### src/rtl/core/sonar_obstacle_avoid_defines.svh
// Assertion macros shared by the sonar obstacle avoidance RTL.
// Expects clk and arst_n in the scope of each use.
`ifndef SONAR_OBSTACLE_AVOID_DEFINES_SVH
`define SONAR_OBSTACLE_AVOID_DEFINES_SVH
`ifndef NO_ASSERTIONS
`define SOA_ASSERT_IMP(label, ante, cons, msg) \
	label: assert property (@(posedge clk) disable iff (!arst_n) (ante) |-> (cons)) else $error(msg);
`define SOA_ASSERT_NXT(label, ante, cons, msg) \
	label: assert property (@(posedge clk) disable iff (!arst_n) (ante) |=> (cons)) else $error(msg);
`else
`define SOA_ASSERT_IMP(label, ante, cons, msg)
`define SOA_ASSERT_NXT(label, ante, cons, msg)
`endif
`endif

### src/rtl/core/soa_pkg.sv
// Package for the sonar obstacle avoidance block: sizes, beat types, register codes.
// No dependencies.
package soa_pkg;

	localparam int NUM_SONARS = 32;
	localparam int IDX_W      = $clog2(NUM_SONARS);
	localparam int CFG_IDX_W  = 3;
	localparam int CFG_DATA_W = 16;
	localparam int Q_DEPTH    = 2;
	localparam int Q_PTR_W    = $clog2(Q_DEPTH);
	localparam int Q_CNT_W    = $clog2(Q_DEPTH + 1);

	localparam logic [4:0]         RIGHT_SONAR_RST = 5'd31;
	localparam logic signed [15:0] SPEED_MIN       = 16'sh8000;
	localparam logic signed [15:0] SPEED_MAX       = 16'sh7FFF;

	typedef logic [IDX_W-1:0] idx_t;

	typedef enum logic [CFG_IDX_W-1:0] {
		REG_LEFT_SONAR    = 3'd0,
		REG_RIGHT_SONAR   = 3'd1,
		REG_MIN_DISTANCE  = 3'd2,
		REG_HALT_DISTANCE = 3'd3,
		REG_CRUISE_SPEED  = 3'd4,
		REG_TURN_RATE     = 3'd5
	} cfg_reg_t;

	typedef struct packed {
		logic [4:0]         left_sonar;
		logic [4:0]         right_sonar;
		logic [15:0]        min_distance;
		logic [15:0]        halt_distance;
		logic signed [15:0] cruise_speed;
		logic signed [15:0] turn_rate;
	} cfg_t;

	typedef struct packed {
		logic [4:0]  sensor_index;
		logic [15:0] range_value;
		logic        bunch_end;
	} in_item_t;

	typedef struct packed {
		logic               active;
		logic signed [15:0] translation;
		logic signed [15:0] rotation;
	} out_item_t;

	// Classified reading as it travels from front to back.
	typedef struct packed {
		logic        store;
		logic        trigger;
		idx_t        addr;
		logic [15:0] range_value;
	} q_entry_t;

	typedef enum logic [1:0] {
		BK_IDLE,
		BK_SCAN,
		BK_WAIT,
		BK_DECIDE
	} back_state_t;

	function automatic idx_t clamp_index(logic [4:0] v);
		idx_t r;
		if (int'(v) >= NUM_SONARS) begin
			r = IDX_W'(NUM_SONARS - 1);
		end else begin
			r = IDX_W'(v);
		end
		return r;
	endfunction

	function automatic idx_t abs_diff(idx_t a, idx_t b);
		idx_t r;
		if (a > b) begin
			r = a - b;
		end else begin
			r = b - a;
		end
		return r;
	endfunction

endpackage

### src/rtl/core/sonar_obstacle_avoid.sv
// Top level of the sonar obstacle avoidance block: front, queue and back joined.
// Depends on soa_pkg, soa_front, soa_queue and soa_back.
//
//  channel  signals                          direction  beat when
//  item     item_valid, item_stall, item     in         item_valid && !item_stall
//  result   result_valid, result_stall, result  out     result_valid && !result_stall
//  config   wr_en, wr_index, wr_data         in         wr_en
//
// A reading without bunch end is popped and stored while the back end idles; readings
// queue two deep. A bunch end is popped, then the range table is read once per window
// sonar through its single read port, then the reads drain and the decision is made.
// Reset clears the table through per-entry valid flags; no clearing pass is needed.
// A stalled result holds in its output register; the back end works on up to decide.
module sonar_obstacle_avoid (
	input  logic                clk,
	input  logic                arst_n,
	input  logic                item_valid,
	output logic                item_stall,
	input  soa_pkg::in_item_t   item,
	output logic                result_valid,
	input  logic                result_stall,
	output soa_pkg::out_item_t  result,
	input  logic                wr_en,
	input  logic [2:0]          wr_index,
	input  logic [15:0]         wr_data
);
	import soa_pkg::*;

	cfg_t     cfg;
	q_entry_t push_entry;
	q_entry_t head;
	logic     push;
	logic     pop;
	logic     empty;
	logic     full;

	soa_front u_front (
		.clk        (clk),
		.arst_n     (arst_n),
		.item_valid (item_valid),
		.item_stall (item_stall),
		.item       (item),
		.wr_en      (wr_en),
		.wr_index   (wr_index),
		.wr_data    (wr_data),
		.full       (full),
		.push       (push),
		.push_entry (push_entry),
		.cfg        (cfg)
	);

	soa_queue u_queue (
		.clk        (clk),
		.arst_n     (arst_n),
		.push       (push),
		.push_entry (push_entry),
		.pop        (pop),
		.head       (head),
		.empty      (empty),
		.full       (full)
	);

	soa_back u_back (
		.clk          (clk),
		.arst_n       (arst_n),
		.cfg          (cfg),
		.head         (head),
		.empty        (empty),
		.pop          (pop),
		.result_valid (result_valid),
		.result_stall (result_stall),
		.result       (result)
	);

endmodule

### src/rtl/core/soa_front.sv
// Front end: configuration registers, reading accept and classification.
// Depends on soa_pkg; feeds soa_queue.
module soa_front (
	input  logic               clk,
	input  logic               arst_n,
	input  logic               item_valid,
	output logic               item_stall,
	input  soa_pkg::in_item_t  item,
	input  logic               wr_en,
	input  logic [2:0]         wr_index,
	input  logic [15:0]        wr_data,
	input  logic               full,
	output logic               push,
	output soa_pkg::q_entry_t  push_entry,
	output soa_pkg::cfg_t      cfg
);
	import soa_pkg::*;

	cfg_t cfg_q;

	always_ff @(posedge clk or negedge arst_n) begin
		if (!arst_n) begin
			cfg_q.left_sonar    <= '0;
			cfg_q.right_sonar   <= RIGHT_SONAR_RST;
			cfg_q.min_distance  <= '0;
			cfg_q.halt_distance <= '0;
			cfg_q.cruise_speed  <= '0;
			cfg_q.turn_rate     <= '0;
		end else if (wr_en) begin
			unique case (cfg_reg_t'(wr_index))
				REG_LEFT_SONAR:    cfg_q.left_sonar    <= wr_data[4:0];
				REG_RIGHT_SONAR:   cfg_q.right_sonar   <= wr_data[4:0];
				REG_MIN_DISTANCE:  cfg_q.min_distance  <= wr_data;
				REG_HALT_DISTANCE: cfg_q.halt_distance <= wr_data;
				REG_CRUISE_SPEED:  cfg_q.cruise_speed  <= wr_data;
				REG_TURN_RATE:     cfg_q.turn_rate     <= wr_data;
				default: begin
				end
			endcase
		end
	end

	assign cfg        = cfg_q;
	assign item_stall = full;
	assign push       = item_valid && !full;

	// Drop the table write for readings of a sonar past the table; still trigger.
	always_comb begin
		push_entry.store       = int'(item.sensor_index) < NUM_SONARS;
		push_entry.trigger     = item.bunch_end;
		push_entry.addr        = IDX_W'(item.sensor_index);
		push_entry.range_value = item.range_value;
	end

endmodule

### src/rtl/core/soa_queue.sv
// Short queue of classified readings between front and back.
// Depends on soa_pkg and the assertion macro header.
`include "sonar_obstacle_avoid_defines.svh"
module soa_queue (
	input  logic               clk,
	input  logic               arst_n,
	input  logic               push,
	input  soa_pkg::q_entry_t  push_entry,
	input  logic               pop,
	output soa_pkg::q_entry_t  head,
	output logic               empty,
	output logic               full
);
	import soa_pkg::*;

	q_entry_t             ent_q [Q_DEPTH];
	logic [Q_PTR_W-1:0]   wr_ptr_q;
	logic [Q_PTR_W-1:0]   rd_ptr_q;
	logic [Q_CNT_W-1:0]   cnt_q;

	function automatic logic [Q_PTR_W-1:0] ptr_next(logic [Q_PTR_W-1:0] p);
		logic [Q_PTR_W-1:0] r;
		if (p == Q_PTR_W'(Q_DEPTH - 1)) begin
			r = '0;
		end else begin
			r = p + 1'b1;
		end
		return r;
	endfunction

	assign empty = (cnt_q == '0);
	assign full  = (cnt_q == Q_CNT_W'(Q_DEPTH));
	assign head  = ent_q[rd_ptr_q];

	always_ff @(posedge clk) begin
		if (push) begin
			ent_q[wr_ptr_q] <= push_entry;
		end
	end

	always_ff @(posedge clk or negedge arst_n) begin
		if (!arst_n) begin
			wr_ptr_q <= '0;
			rd_ptr_q <= '0;
			cnt_q    <= '0;
		end else begin
			if (push) begin
				wr_ptr_q <= ptr_next(wr_ptr_q);
			end
			if (pop) begin
				rd_ptr_q <= ptr_next(rd_ptr_q);
			end
			if (push && !pop) begin
				cnt_q <= cnt_q + 1'b1;
			end else if (pop && !push) begin
				cnt_q <= cnt_q - 1'b1;
			end
		end
	end

	`SOA_ASSERT_IMP(a_q_no_overflow, push, cnt_q < Q_CNT_W'(Q_DEPTH), "queue push while full")
	`SOA_ASSERT_IMP(a_q_no_underflow, pop, cnt_q != '0, "queue pop while empty")

endmodule

### src/rtl/core/soa_back.sv
// Back end: range table, window scan for the nearest range, decision and result register.
// Depends on soa_pkg and the assertion macro header; fed by soa_queue.
`include "sonar_obstacle_avoid_defines.svh"
module soa_back (
	input  logic               clk,
	input  logic               arst_n,
	input  soa_pkg::cfg_t      cfg,
	input  soa_pkg::q_entry_t  head,
	input  logic               empty,
	output logic               pop,
	output logic               result_valid,
	input  logic               result_stall,
	output soa_pkg::out_item_t result
);
	import soa_pkg::*;

	back_state_t state_q, state_d;

	logic [15:0]     mem [NUM_SONARS];
	logic [NUM_SONARS-1:0] vld_q;

	idx_t        k_q;
	logic        rd_vld_s1;
	idx_t        rd_idx_s1;
	logic        rd_first_s1;
	logic [15:0] mem_rd_s1;
	logic        vld_rd_s1;
	logic [15:0] rd_data;
	logic [15:0] min_q;
	idx_t        id_q;

	logic        out_valid_q;
	out_item_t   out_q;

	idx_t        l, r, lo, hi;
	logic        out_free;
	logic        issue;
	logic        load;
	logic        tbl_wr;
	out_item_t   decision;
	idx_t        dl, dr;

	// Window bounds: saturated, then ordered.
	always_comb begin
		l = clamp_index(cfg.left_sonar);
		r = clamp_index(cfg.right_sonar);
		if (l > r) begin
			lo = r;
			hi = l;
		end else begin
			lo = l;
			hi = r;
		end
	end

	assign out_free = !out_valid_q || !result_stall;

	always_comb begin
		state_d = state_q;
		unique case (state_q)
			BK_IDLE: begin
				if (!empty && head.trigger) begin
					state_d = BK_SCAN;
				end
			end
			BK_SCAN: begin
				if (k_q == hi) begin
					state_d = BK_WAIT;
				end
			end
			BK_WAIT: state_d = BK_DECIDE;
			BK_DECIDE: begin
				if (out_free) begin
					state_d = BK_IDLE;
				end
			end
			default: state_d = BK_IDLE;
		endcase
	end

	always_comb begin
		pop   = 1'b0;
		issue = 1'b0;
		load  = 1'b0;
		unique case (state_q)
			BK_IDLE:   pop   = !empty;
			BK_SCAN:   issue = 1'b1;
			BK_WAIT: begin
			end
			BK_DECIDE: load  = out_free;
			default: begin
			end
		endcase
	end

	assign tbl_wr = pop && head.store;

	always_ff @(posedge clk or negedge arst_n) begin
		if (!arst_n) begin
			state_q   <= BK_IDLE;
			vld_q     <= '0;
			rd_vld_s1 <= 1'b0;
		end else begin
			state_q   <= state_d;
			rd_vld_s1 <= issue;
			if (tbl_wr) begin
				vld_q[head.addr] <= 1'b1;
			end
		end
	end

	always_ff @(posedge clk) begin
		if (tbl_wr) begin
			mem[head.addr] <= head.range_value;
		end
		if (issue) begin
			mem_rd_s1 <= mem[k_q];
		end
	end

	always_ff @(posedge clk) begin
		if (pop) begin
			k_q <= lo;
		end else if (issue) begin
			k_q <= k_q + 1'b1;
		end
		if (issue) begin
			vld_rd_s1   <= vld_q[k_q];
			rd_idx_s1   <= k_q;
			rd_first_s1 <= (k_q == lo);
		end
	end

	// Never-written entries read as the reset range of zero.
	assign rd_data = vld_rd_s1 ? mem_rd_s1 : '0;

	// Strict compare in ascending order keeps the lowest index on a tie.
	always_ff @(posedge clk) begin
		if (rd_vld_s1 && (rd_first_s1 || rd_data < min_q)) begin
			min_q <= rd_data;
			id_q  <= rd_idx_s1;
		end
	end

	always_comb begin
		dl = abs_diff(l, id_q);
		dr = abs_diff(r, id_q);
		decision.active      = min_q < cfg.min_distance;
		decision.translation = '0;
		decision.rotation    = '0;
		if (decision.active) begin
			if (min_q >= cfg.halt_distance) begin
				decision.translation = cfg.cruise_speed;
			end
			if (dl > dr) begin
				decision.rotation = cfg.turn_rate;
			end else if (cfg.turn_rate == SPEED_MIN) begin
				decision.rotation = SPEED_MAX;
			end else begin
				decision.rotation = -cfg.turn_rate;
			end
		end
	end

	always_ff @(posedge clk or negedge arst_n) begin
		if (!arst_n) begin
			out_valid_q <= 1'b0;
		end else if (load) begin
			out_valid_q <= 1'b1;
		end else if (!result_stall) begin
			out_valid_q <= 1'b0;
		end
	end

	always_ff @(posedge clk) begin
		if (load) begin
			out_q <= decision;
		end
	end

	assign result_valid = out_valid_q;
	assign result       = out_q;

	`SOA_ASSERT_IMP(a_scan_in_window, state_q == BK_SCAN, k_q >= lo && k_q <= hi, "scan index left the window")
	`SOA_ASSERT_IMP(a_read_in_scan, rd_vld_s1, state_q == BK_SCAN || state_q == BK_WAIT, "table read outside scan")
	`SOA_ASSERT_NXT(a_scan_drains, state_q == BK_WAIT, state_q == BK_DECIDE && !rd_vld_s1, "scan did not drain")

endmodule
### config.mk
export PLATFORM = sky130hd
export DESIGN_NAME = sonar_obstacle_avoid
export DESIGN_NICKNAME = d
export VERILOG_FILES = /design/src/rtl/core/soa_pkg.sv /design/src/rtl/core/sonar_obstacle_avoid.sv /design/src/rtl/core/soa_front.sv /design/src/rtl/core/soa_queue.sv /design/src/rtl/core/soa_back.sv
export VERILOG_INCLUDE_DIRS = /design/src /design/src/rtl/core
export SDC_FILE = /design/constraint.sdc
export NUM_CORES = 1
export LEC_CHECK = 0
export BUFFER_PORTS_ARGS = -buffer_cell sky130_fd_sc_hd__buf_2
export CAP_MARGIN = 5
export CORE_MARGIN = 8
export CORE_UTILIZATION = 45
export CTS_BUF_LIST = sky130_fd_sc_hd__clkbuf_2
export DETAILED_ROUTE_END_ITERATION = 7
export SLEW_MARGIN = 20
export SYNTH_ARGS = -nofsm -noshare
export SYNTH_HDL_FRONTEND = slang
export SYNTH_HIERARCHICAL = 1
export SYNTH_SLANG_ARGS = --single-unit
### constraint.sdc
create_clock -name clk -period 4.4 [get_ports clk]
set_clock_uncertainty 0.1 [all_clocks]
set_input_delay 0.88 -clock clk [delete_from_list [all_inputs] [get_ports clk]]
set_output_delay 0.88 -clock clk [all_outputs]
set_load 0.02 [all_outputs]
# ---- Yosys cells after proc, flatten, opt, wreduce, memory -nomap -nowiden
# Memory sizes are Yosys's and may differ from the RTL's. A register that Yosys moved wholly into a read port is not among the register bits.
# Index checks and enable logic that the tools add are counted.
dict set report totals {
  regBits 180
  mem_bits_rw 556
  wordCells 119
  n_memories 2
}
dict set report classes {
  n_addsub 10
  n_lt_le_gt_ge 10
  eq_ne 16
  n_mux 30
  n_bitwise 1
  reduce_logical 28
}
# name words width read_ports rd_clocked_by_memory_dff wr line_no
set mem_list {}
lappend mem_list {u_back.mem 32 16 1 1 1 soa_back.sv:19} ;# logic [15:0] mem [NUM_SONARS];
lappend mem_list {u_queue.ent_q 2 22 1 0 1 soa_queue.sv:16} ;# q_entry_t ent_q [Q_DEPTH];
# operator n
set ops {}
lappend ops {{16-bit two-way mux} 3}
lappend ops {{16-bit < comparator} 2}
lappend ops {{32-bit OR} 1}
lappend ops {{5-bit two-way mux} 6}
lappend ops {{5-bit > comparator} 4}
lappend ops {{5-bit subtractor} 4}
lappend ops {{16-bit == test, second input constant} 1}
lappend ops {{16-bit greater-or-equal comparator} 1}
lappend ops {{16-bit negator} 1}
lappend ops {{2-bit AND reduction} 7}
lappend ops {{1-bit two-way mux} 13}
lappend ops {{5-bit by 6-bit < comparator with 1-bit output, second input constant} 2}
lappend ops {{5-bit == test} 2}
lappend ops {{2-bit two-way mux} 5}
lappend ops {{2-bit by 1-bit != test with 1-bit output, second input constant} 4}
lappend ops {{2-bit one-hot mux with 4 select lines} 1}
lappend ops {{2-bit == test, second input constant} 3}
lappend ops {{3-bit by 2-bit == test with 1-bit output, second input constant} 2}
lappend ops {{3-bit == test, second input constant} 2}
lappend ops {{1-bit logical AND} 6}
lappend ops {{1-bit logical NOT} 6}
lappend ops {{5-bit by 1-bit adder with 5-bit output, second input constant} 1}
lappend ops {{1-bit binary-select mux with 5-bit select} 1}
lappend ops {{1-bit demux with 5-bit select} 1}
lappend ops {{other kinds (12)} 16}

# ---- Depth between registers and ports, before layout
# Gate-level depths: netlist of the first run.
dict set report depth {
  word_depth 7
  depth_mapped 16
  ltp_nobuf 15
}

# ---- Hierarchy
# The synthesis of the first run kept the hierarchy.
# mod n_inst cells_per_inst area_per_inst_um2 seq_area_each_um2
set modules_own_cells {}
lappend modules_own_cells {soa_back 1 1400 26739.4 18738.0}
lappend modules_own_cells {soa_front 1 186 3115.5 1858.0}
lappend modules_own_cells {soa_queue 1 88 1949.4 1481.4}

# ---- Least setup slack after synthesis of the first run
# OpenSTA, ideal clock, no wires.
dict set report synth_timing {
  kind {input-to-reg}
  from {in result_stall}
  to {reg u_back.out_q (netlist bit u_back/result[0]) (enable)}
  setup_ns 0.474
  arrival_time_ns 3.329
  required_time_ns 3.826
  slack_ns 0.498
  cell_stages 1
  path_buffers 0
  cell_sequence {a21boi_0}
}
dict set report synth_via {
  elab_chain_len 3
}
# element line_no
set synth_rtl {}
lappend synth_rtl {{start: declaration} sonar_obstacle_avoid.sv:21} ;# input logic result_stall,
lappend synth_rtl {{1-bit logical NOT} soa_back.sv:56} ;# assign out_free = !out_valid_q || !result_stall;
lappend synth_rtl {{1-bit logical OR} soa_back.sv:56}
lappend synth_rtl {{1-bit two-way mux} soa_back.sv:85} ;# unique case (state_q)
lappend synth_rtl {{end signal: assignment} soa_back.sv:177} ;# out_q <= decision;
lappend synth_rtl {{end: declaration} soa_back.sv:33} ;# out_item_t out_q;
# Every way passes these cells.
# A chain may end at the register's enable or synchronous reset.

# ---- Worst setup path after layout of the first run
dict set report layout_timing {
  from {reg u_front.cfg_q (netlist bit u_front/cfg[70])}
  to {reg u_back.out_q (netlist bit u_back/result[8]), data pin}
}
dict set report layout_via {
  elab_chain_len 4
  word_cells_on_any_way 6
}
# element line_no
set layout_rtl {}
lappend layout_rtl {{start: declaration} soa_front.sv:19} ;# cfg_t cfg_q;
lappend layout_rtl {{5-bit subtractor, or another cell as far along} soa_pkg.sv:79} ;# r = b - a;
lappend layout_rtl {{5-bit two-way mux (*)} soa_pkg.sv:76} ;# if (a > b) begin
lappend layout_rtl {{5-bit > comparator (*)} soa_back.sv:155} ;# if (dl > dr) begin
lappend layout_rtl {{16-bit two-way mux (*)} soa_back.sv:155}
# Every way passes the cells marked *; elsewhere a longest branch is shown, timed or not.

==> out/metrics.yaml, run 1 <==
logic_synthesis:
  synth_top_flop_cell: "edfxtp_1"
  synth_edf_count: 640
  synth_cell_type_count: 79
  synth-seq-area-share_pct: 69.4
  netlist_instances: 1674
  ys_warn_count: 6
  yosys_register_bits: 754
  syn_nets: 1804
  synth_area_per_cell_um2: 19.0
  synth_area_um2: 31800
  synthArstFlopShare_pct: 15.1
route:
  drc: 0
  wl_met2_mm: 34.8
  drtAntennaViolNets: 0
  wirelength_mm: 68.9
  wl_met3_mm: 3.56
  drt-initial-drc-count: 941
  vias_per_cell: 5.34
  routedWlPerCell_um: 22.5
  highest_layer: "met4"
  wl_met1_mm: 29.2
  firstDrtPassIters: 5
  via_count: 16338
power:
  power_density_nw_per_um2: 666
  ir_drop_uv: 418
  p_leak_nw: 13.1
worst_setup_path:
  critical_path_required_ns: 5.41
  timing.critical_path.buf_inv: 3
  crit_chain: "inv_1 -> ha_1 -> nor2b_1 -> o31ai_1 -> a21oi_1 -> buf_4 -> mux2i_1 -> o21ai_0 -> a221oi_1 -> xnor2_1 -> ha_1 -> o22ai_1 -> a21o_1 -> buf_4 -> o22ai_1 -> a311oi_2"
  r2r_cells: 16
  start_kind: "flip-flop"
  cp_num_cells: 16
  slowest_delay_ns: 0.53
  arrival_ns: 4.97
  crit_path_end_kind: "flip-flop"
  cp_slowest_cell: "dfrtp_1"
  crit_fanout: 14
  crit_family: "compound AO/OA/AOI/OAI gates"
  critical_path_class: "reg -> reg"
final_layout:
  fin_util_pct: 51.2
  area_growth_pct: 12.7
  nets: 2113
  drive_gt1_share_pct: 38.4
floorplanning:
  die_width_um: 282
  die_area_um2: 79400
  initial_utilization_pct: 45.4
  core_area_um2: 70000
  die_height_um: 282
  rows: 97
  ios: 81
job:
  drv_cap: 0
timing:
  timing.final.crit_share_pct: 89.8
  final.setup.tns_ns: 0
  maxSlewHeadroom_pct: 30.2
  maxSlewViolCount: 0
  period_minus_slack_ns: 3.95
  hold_viol_final: 0
  setup_viol: 0
  hold_ws_ns: 0.207
  rsz0062_at_grt: "false"
  worst_slew_pin_slew_ns: 1.05
  fin_ws_ns: 0.448
  fmax_ghz: 0.253
placement:
  dp_hpwl_mm: 42.2
  io_buffers: 80
  post-place-ws_ns: 0.362
  gp_congestion: 0.817
grt:
  grt_antenna_before_repair: 5
  grt.total_usage_pct: 17.7
  grt_max_degree: 99
  grt_pass1_wl_mm: 105
  grt_pass1_vias: 17516
  overflow: 0
hold_path:
  hold_class: "in -> reg"
  min_path_cells: 2
clock_tree:
  worst_setup_hold_path_clk_slew_ns: 0.11
  cts-root-buf: "clkbuf_2"
  clk_latency_ns: 1.37
  post_cts_buffers: 0
  cts-buffers-inserted: 186
  h-tree-depth: 4
  tritoncts: "done"
  clock_sinks: 754
  cts_max_path_buffers: 3
outcome:
  outcome: "finished clean"
==> per-layer routing <==
layer  track usage, %  up-vias
met3             3.71       99
met5                0        -
met2             30.0      434
met4             6.20        0
met1             22.7     8471
li1                 -     7334
==> metrics by stage <==
stage	instances	area, µm²	total power [mW]
floorplan	1674	31800	16.9
global placement	2666	33500	19.4
detailed placement	2666	33500	19.7
CTS	3051	35800	24.3
global route	3057	35800	25.4
finish	3058	35800	23.9
==> state kept, by name, summed over array words and instances (netlist names), 2 cells and up <==
signal and cells:
u_back/state_q 2, u_queue/cnt_q 2, u_back/result 33, u_back/id_q 5
u_back/min_q 16, u_back/rd_idx_s1 5, u_back/k_q 5, u_front/cfg 74
u_back/mem_rd_s1 16, u_back/mem 512, u_queue/ent_q 46, u_back/vld_q 32
==> worst paths after layout <==
| check | start | to | slack [ns] |
|---|---|---|---|
| max | u_front/cfg[70] | u_back/result[8] | 0.45 |
| min | item[11] | u_queue/ent_q[0][10] | 0.21 |
| max reg2reg | u_front/cfg[70] | u_back/result[8] | 0.45 |
| min reg2reg | u_back/rd_idx_s1[3] | u_back/id_q[3] | 0.32 |
| max in group asynchronous | arst_n | u_back/vld_q[1] | 2.53 |
| min in group asynchronous | arst_n | u_front/cfg[43] | 0.61 |
==> layout by cell type (no fill, tap or decap), types with 15 or more instances in the layout <==
cell / n
mux4_2: 170
mux2_4: 39
nor2_2: 31
inv_1: 76
xnor2_1: 15
dlygate4sd3_1: 69
buf_2: 79
a21oi_1: 35
mux2_2: 76
nor3b_1: 16
clkbuf_2: 274
a21o_1: 20
nand2_1: 25
ha_1: 80
edfxtp_1: 640
and2_1: 16
or2_2: 27
nor2_1: 24
clkinv_1: 26
buf_4: 54
dfrtp_1: 109
==> synthesized netlist by cell type, types with 5 or more instances <==
master	count	share of area (%)
ha_1	80	3.1
buf_2	12	0.19
or2_1	8	0.16
buf_4	26	0.61
o22ai_1	6	0.12
o21a_1	6	0.14
and2_1	17	0.33
a311oi_1	5	0.14
or3_1	5	0.098
nor2b_1	14	0.28
mux2_2	76	2.7
clkbuf_1	29	0.34
nand4_1	8	0.16
xnor2_1	15	0.41
buf_6	5	0.18
or2_2	27	0.53
a21o_1	20	0.47
dfstp_2	5	0.41
mux2i_1	13	0.41
nand3_1	10	0.16
nand2_1	25	0.30
a311oi_2	7	0.33
mux4_2	170	12
inv_1	76	0.90
nor3b_1	16	0.38
nor2_1	56	0.66
o21ai_0	11	0.17
xor2_1	9	0.25
buf_1	11	0.13
dfrtp_1	109	8.6
nand2b_1	11	0.22
a21oi_1	36	0.57
mux2_4	39	1.8
edfxtp_1	640	60
==> cell families (layout without fill, tap and decap cells) <==
kind of cell	Yosys count	in the layout	synth area share [%]
flip-flops	754	754	69.4
multiplexers	299	299	17.0
AND/OR/NAND/NOR	229	229	4.26
buffers and inverters	165	602	2.59
AO/OA/AOI/OAI	118	118	2.64
adder cells (fa/ha/maj)	84	84	3.40
XOR/XNOR	24	24	0.661
other	1	8	0.0118
==> what timing repair did <==
| action | 4_1_cts | 5_1_grt |
|---|---|---|
| hold buffers | 69 | 0 |
| endpoints found under the setup margin | 0 | 4 |
| gates resized for setup | 0 | 1 |
| hold endpoints to repair | 272 | 0 |
==> power breakdown <==
part	switching, mW	internal, mW	total (mW)
clock network	2.71	1.78	4.49
registers	0.528	9.57	10.1
logic	5.16	4.13	9.29
==> final cells by class <==
cell class | instances | area, µm²
fill | 5882 | 34200
antenna | 7 | 17.5
clock buffer | 274 | 1370
tap | 940 | 1180
clock inverter | 42 | 251
timing repair buffer | 208 | 1610
inverter | 78 | 293
multi-input combinational | 755 | 9040
sequential | 754 | 22100
No activity file was read; power rests on OpenSTA's default activity.
==> inputs of run 2 (changes only) <==
--- a/config.mk
+++ b/config.mk
@@ -8,10 +8,13 @@
 export LEC_CHECK = 0
 export BUFFER_PORTS_ARGS = -buffer_cell sky130_fd_sc_hd__buf_2
 export CAP_MARGIN = 5
+export CELL_PAD_IN_SITES_DETAIL_PLACEMENT = 1
+export CELL_PAD_IN_SITES_GLOBAL_PLACEMENT = 1
 export CORE_MARGIN = 8
 export CORE_UTILIZATION = 45
 export CTS_BUF_LIST = sky130_fd_sc_hd__clkbuf_2
 export DETAILED_ROUTE_END_ITERATION = 7
+export PLACE_DENSITY_LB_ADDON = 0.1
 export SLEW_MARGIN = 20
 export SYNTH_ARGS = -nofsm -noshare
 export SYNTH_HDL_FRONTEND = slang
==> run 2 against run 1 <==
  * Critical path depth down 1
  * Final area grew 0.88%
  * Worst setup slack lost 0.074 ns
  * Clock power increased by 8.2%
  * Sequential cell count stayed put
  * Global-route usage grew 1.7 points
  * Highest routed layer unchanged
==> out/metrics.yaml, run 2 (synthesis gave the netlist of run 1 again) <==
worst_setup_path:
  arrival_ns: 5.08  # +0.11 ns
  crit_chain: "inv_1 -> ha_1 -> nor2b_1 -> o31ai_1 -> a21oi_2 -> mux2i_2 -> o21ai_0 -> a221oi_1 -> xor2_1 -> ha_1 -> o22ai_1 -> a21o_1 -> buf_6 -> a21oi_1 -> a311oi_1"
  cp_slowest_cell: "dfstp_2"
  timing.critical_path.buf_inv: 2  # -1
  r2r_cells: 15  # -1
  start_kind: "flip-flop"
  r2r-end: "u_back/result[14]"
  crit_path_end_kind: "flip-flop"
  slowest_delay_ns: 0.61  # +0.08 ns
  crit_fanout: 14  # unchanged
  r2r-start: "u_front/cfg[65]"
  critical_path_class: "reg -> reg"
  crit_top_cell: "ha_1"
  r2r_setup_slack_ns: 0.37  # -0.07 ns
  crit_family: "compound AO/OA/AOI/OAI gates"
  critical_path_required_ns: 5.45  # +0.04 ns
route:
  drt-initial-drc-count: 1072  # +14%
  drc: 0  # unchanged
  vias_per_cell: 5.41  # +1.2%
  drtAntennaViolNets: 0  # unchanged
  firstDrtPassIters: 5  # unchanged
  routedWlPerCell_um: 24.4  # +8.4%
  via_count: 16704  # +2.2%
  wirelength_mm: 75.5  # +9.6%
placement:
  dp_hpwl_mm: 46.6  # +10%
  placedCellCount: 2673  # +0.26%
  post-place-ws_ns: 0.0992  # -0.263 ns
  gp_congestion: 0.818  # about the same
  io_buffers: 80  # unchanged
  dpl_cell_area_um2: 33600  # +0.29%
clock_tree:
  cts_max_path_buffers: 3  # unchanged
  clk_latency_ns: 1.38  # about the same
  cts-root-buf: "clkbuf_2"
  h-tree-depth: 4  # unchanged
  cts-buffers-inserted: 191  # +2.7%
  clock_sinks: 754  # unchanged
  tritoncts: "done"
  worst_setup_hold_path_clk_slew_ns: 0.10  # about the same
grt:
  grt_pass1_vias: 18736  # +7.0%
  grt_max_degree: 71  # -28%
  grt_pass1_wl_mm: 115  # +9.0%
  overflow: 0  # unchanged
  grt.total_usage_pct: 19.4  # +1.7 points
  grt_antenna_before_repair: 4  # -1
timing:
  final.setup.tns_ns: 0  # unchanged
  maxSlewViolCount: 0  # unchanged
  maxSlewHeadroom_pct: 21.2  # -9.0 points
  fmax_ghz: 0.248  # -1.8%
  hold_viol_final: 0  # unchanged
  worst_slew_pin_slew_ns: 1.18  # +0.135 ns
  fin_ws_ns: 0.374  # -0.0736 ns
  setup_viol: 0  # unchanged
  timing.final.crit_share_pct: 91.5  # +1.7 points
  period_minus_slack_ns: 4.03  # +0.0736 ns
floorplanning:
  ios: 81  # unchanged
  die_area_um2: 79400  # unchanged
  rows: 97  # unchanged
  die_height_um: 282  # unchanged
  die_width_um: 282  # unchanged
  initial_utilization_pct: 45.4  # unchanged
  core_area_um2: 70000  # unchanged
final_layout:
  largest_reg_flops: 512  # unchanged
  fin_util_pct: 51.6  # +0.45 points
  fillCellCount: 6627  # +13%
  area_growth_pct: 13.7
  largest_register: "u_back/mem"
  fin_area_um2: 36100  # +0.88%
  fin_cells: 3090  # +1.0%
  nets: 2126  # +0.62%
  layout_commonest_cell: "edfxtp_1"
  layout_common_cells: "edfxtp_1, clkbuf_2, mux4_2"
  drive_gt1_share_pct: 38.9  # +0.57 points
hold_path:
  hold_class: "in -> reg"
  worstHoldStart: "item[4]"
  holdPathEnd: "u_queue/ent_q[1][3]"
  min_path_cells: 2  # unchanged
outcome:
  outcome: "finished clean"
power:
  ir_drop_uv: 658  # +58%
  p_leak_nw: 13.3  # +1.2%
  power_density_nw_per_um2: 681  # +2.2%
job:
  drv_cap: 0  # unchanged
-- run 2: changes by cell type in the layout (fill, tap and decap cells not counted), sizes merged, moves of 2 or more --
| cell | before | now |
|---|---|---|
| clkinv | 29 | 44 |
| buf | 139 | 149 |
| clkbuf | 274 | 283 |
| bufinv | 2 | 5 |
| inv | 86 | 83 |
| dlygate4sd3 | 69 | 67 |
-- run 2: final cells by class --
class,count,area (µm²),share of cell area [%]
Clock buffer,283,1420,3.92
Multi-Input combinational cell,755,9040,25.0
Clock inverter,56,397,1.10
Antenna cell,8,20.0,0.0554
Tap cell,940,1180,3.25
Sequential cell,754,22100,61.1
Timing Repair Buffer,216,1730,4.79
Inverter,78,293,0.810
-- run 2: per-stage QoR --
| stage | hold WS [ns] | power (mW) |
|---|---|---|
| after floorplan | 0.300 | 16.9 |
| after global placement | 0.305 | 19.6 |
| after detailed placement | 0.308 | 20.0 |
| after CTS | 0.00119 | 25.0 |
| after global routing | 0.0135 | 26.2 |
| final | 0.191 | 24.6 |
-- run 2: power by group --
part	leakage (nW)	switching, mW	internal (mW)
logic	4.73	5.49	4.20
registers	7.21	0.498	9.57
clock network	1.36	2.82	2.03
-- run 2: repair_timing --
item,in CTS,in global routing
buffers inserted,0,2
endpoints found under the hold margin,252,0
resized for setup,0,4
hold buffers,68,0
setup endpoints to repair,0,14
-- run 2: how the worst max path moves through the flow --
stage	cells after the start	startpoint	slack, ns	end
2_1_floorplan	1	result_stall	0.50	u_back/result[0]
4_1_cts	15	u_front/cfg[65]	0.10	u_back/result[9]
3_5_place_dp	15	u_front/cfg[65]	0.1	u_back/result[14]
3_3_place_gp	15	u_front/cfg[65]	0.28	u_back/result[8]
6_report	15	u_front/cfg[65]	0.37	u_back/result[14]
5_1_grt	15	u_front/cfg[65]	-0.002	u_back/result[10]
-- run 2: routing by layer --
layer / global-route usage [%] / part of all wire (%) / vias up
met5: 0 / 0 / -
met4: 7.08 / 2.2 / 0
li1: - / - / 7382
met1: 23.9 / 41 / 8743
met2: 33.6 / 52 / 457
met3: 4.39 / 5.3 / 122
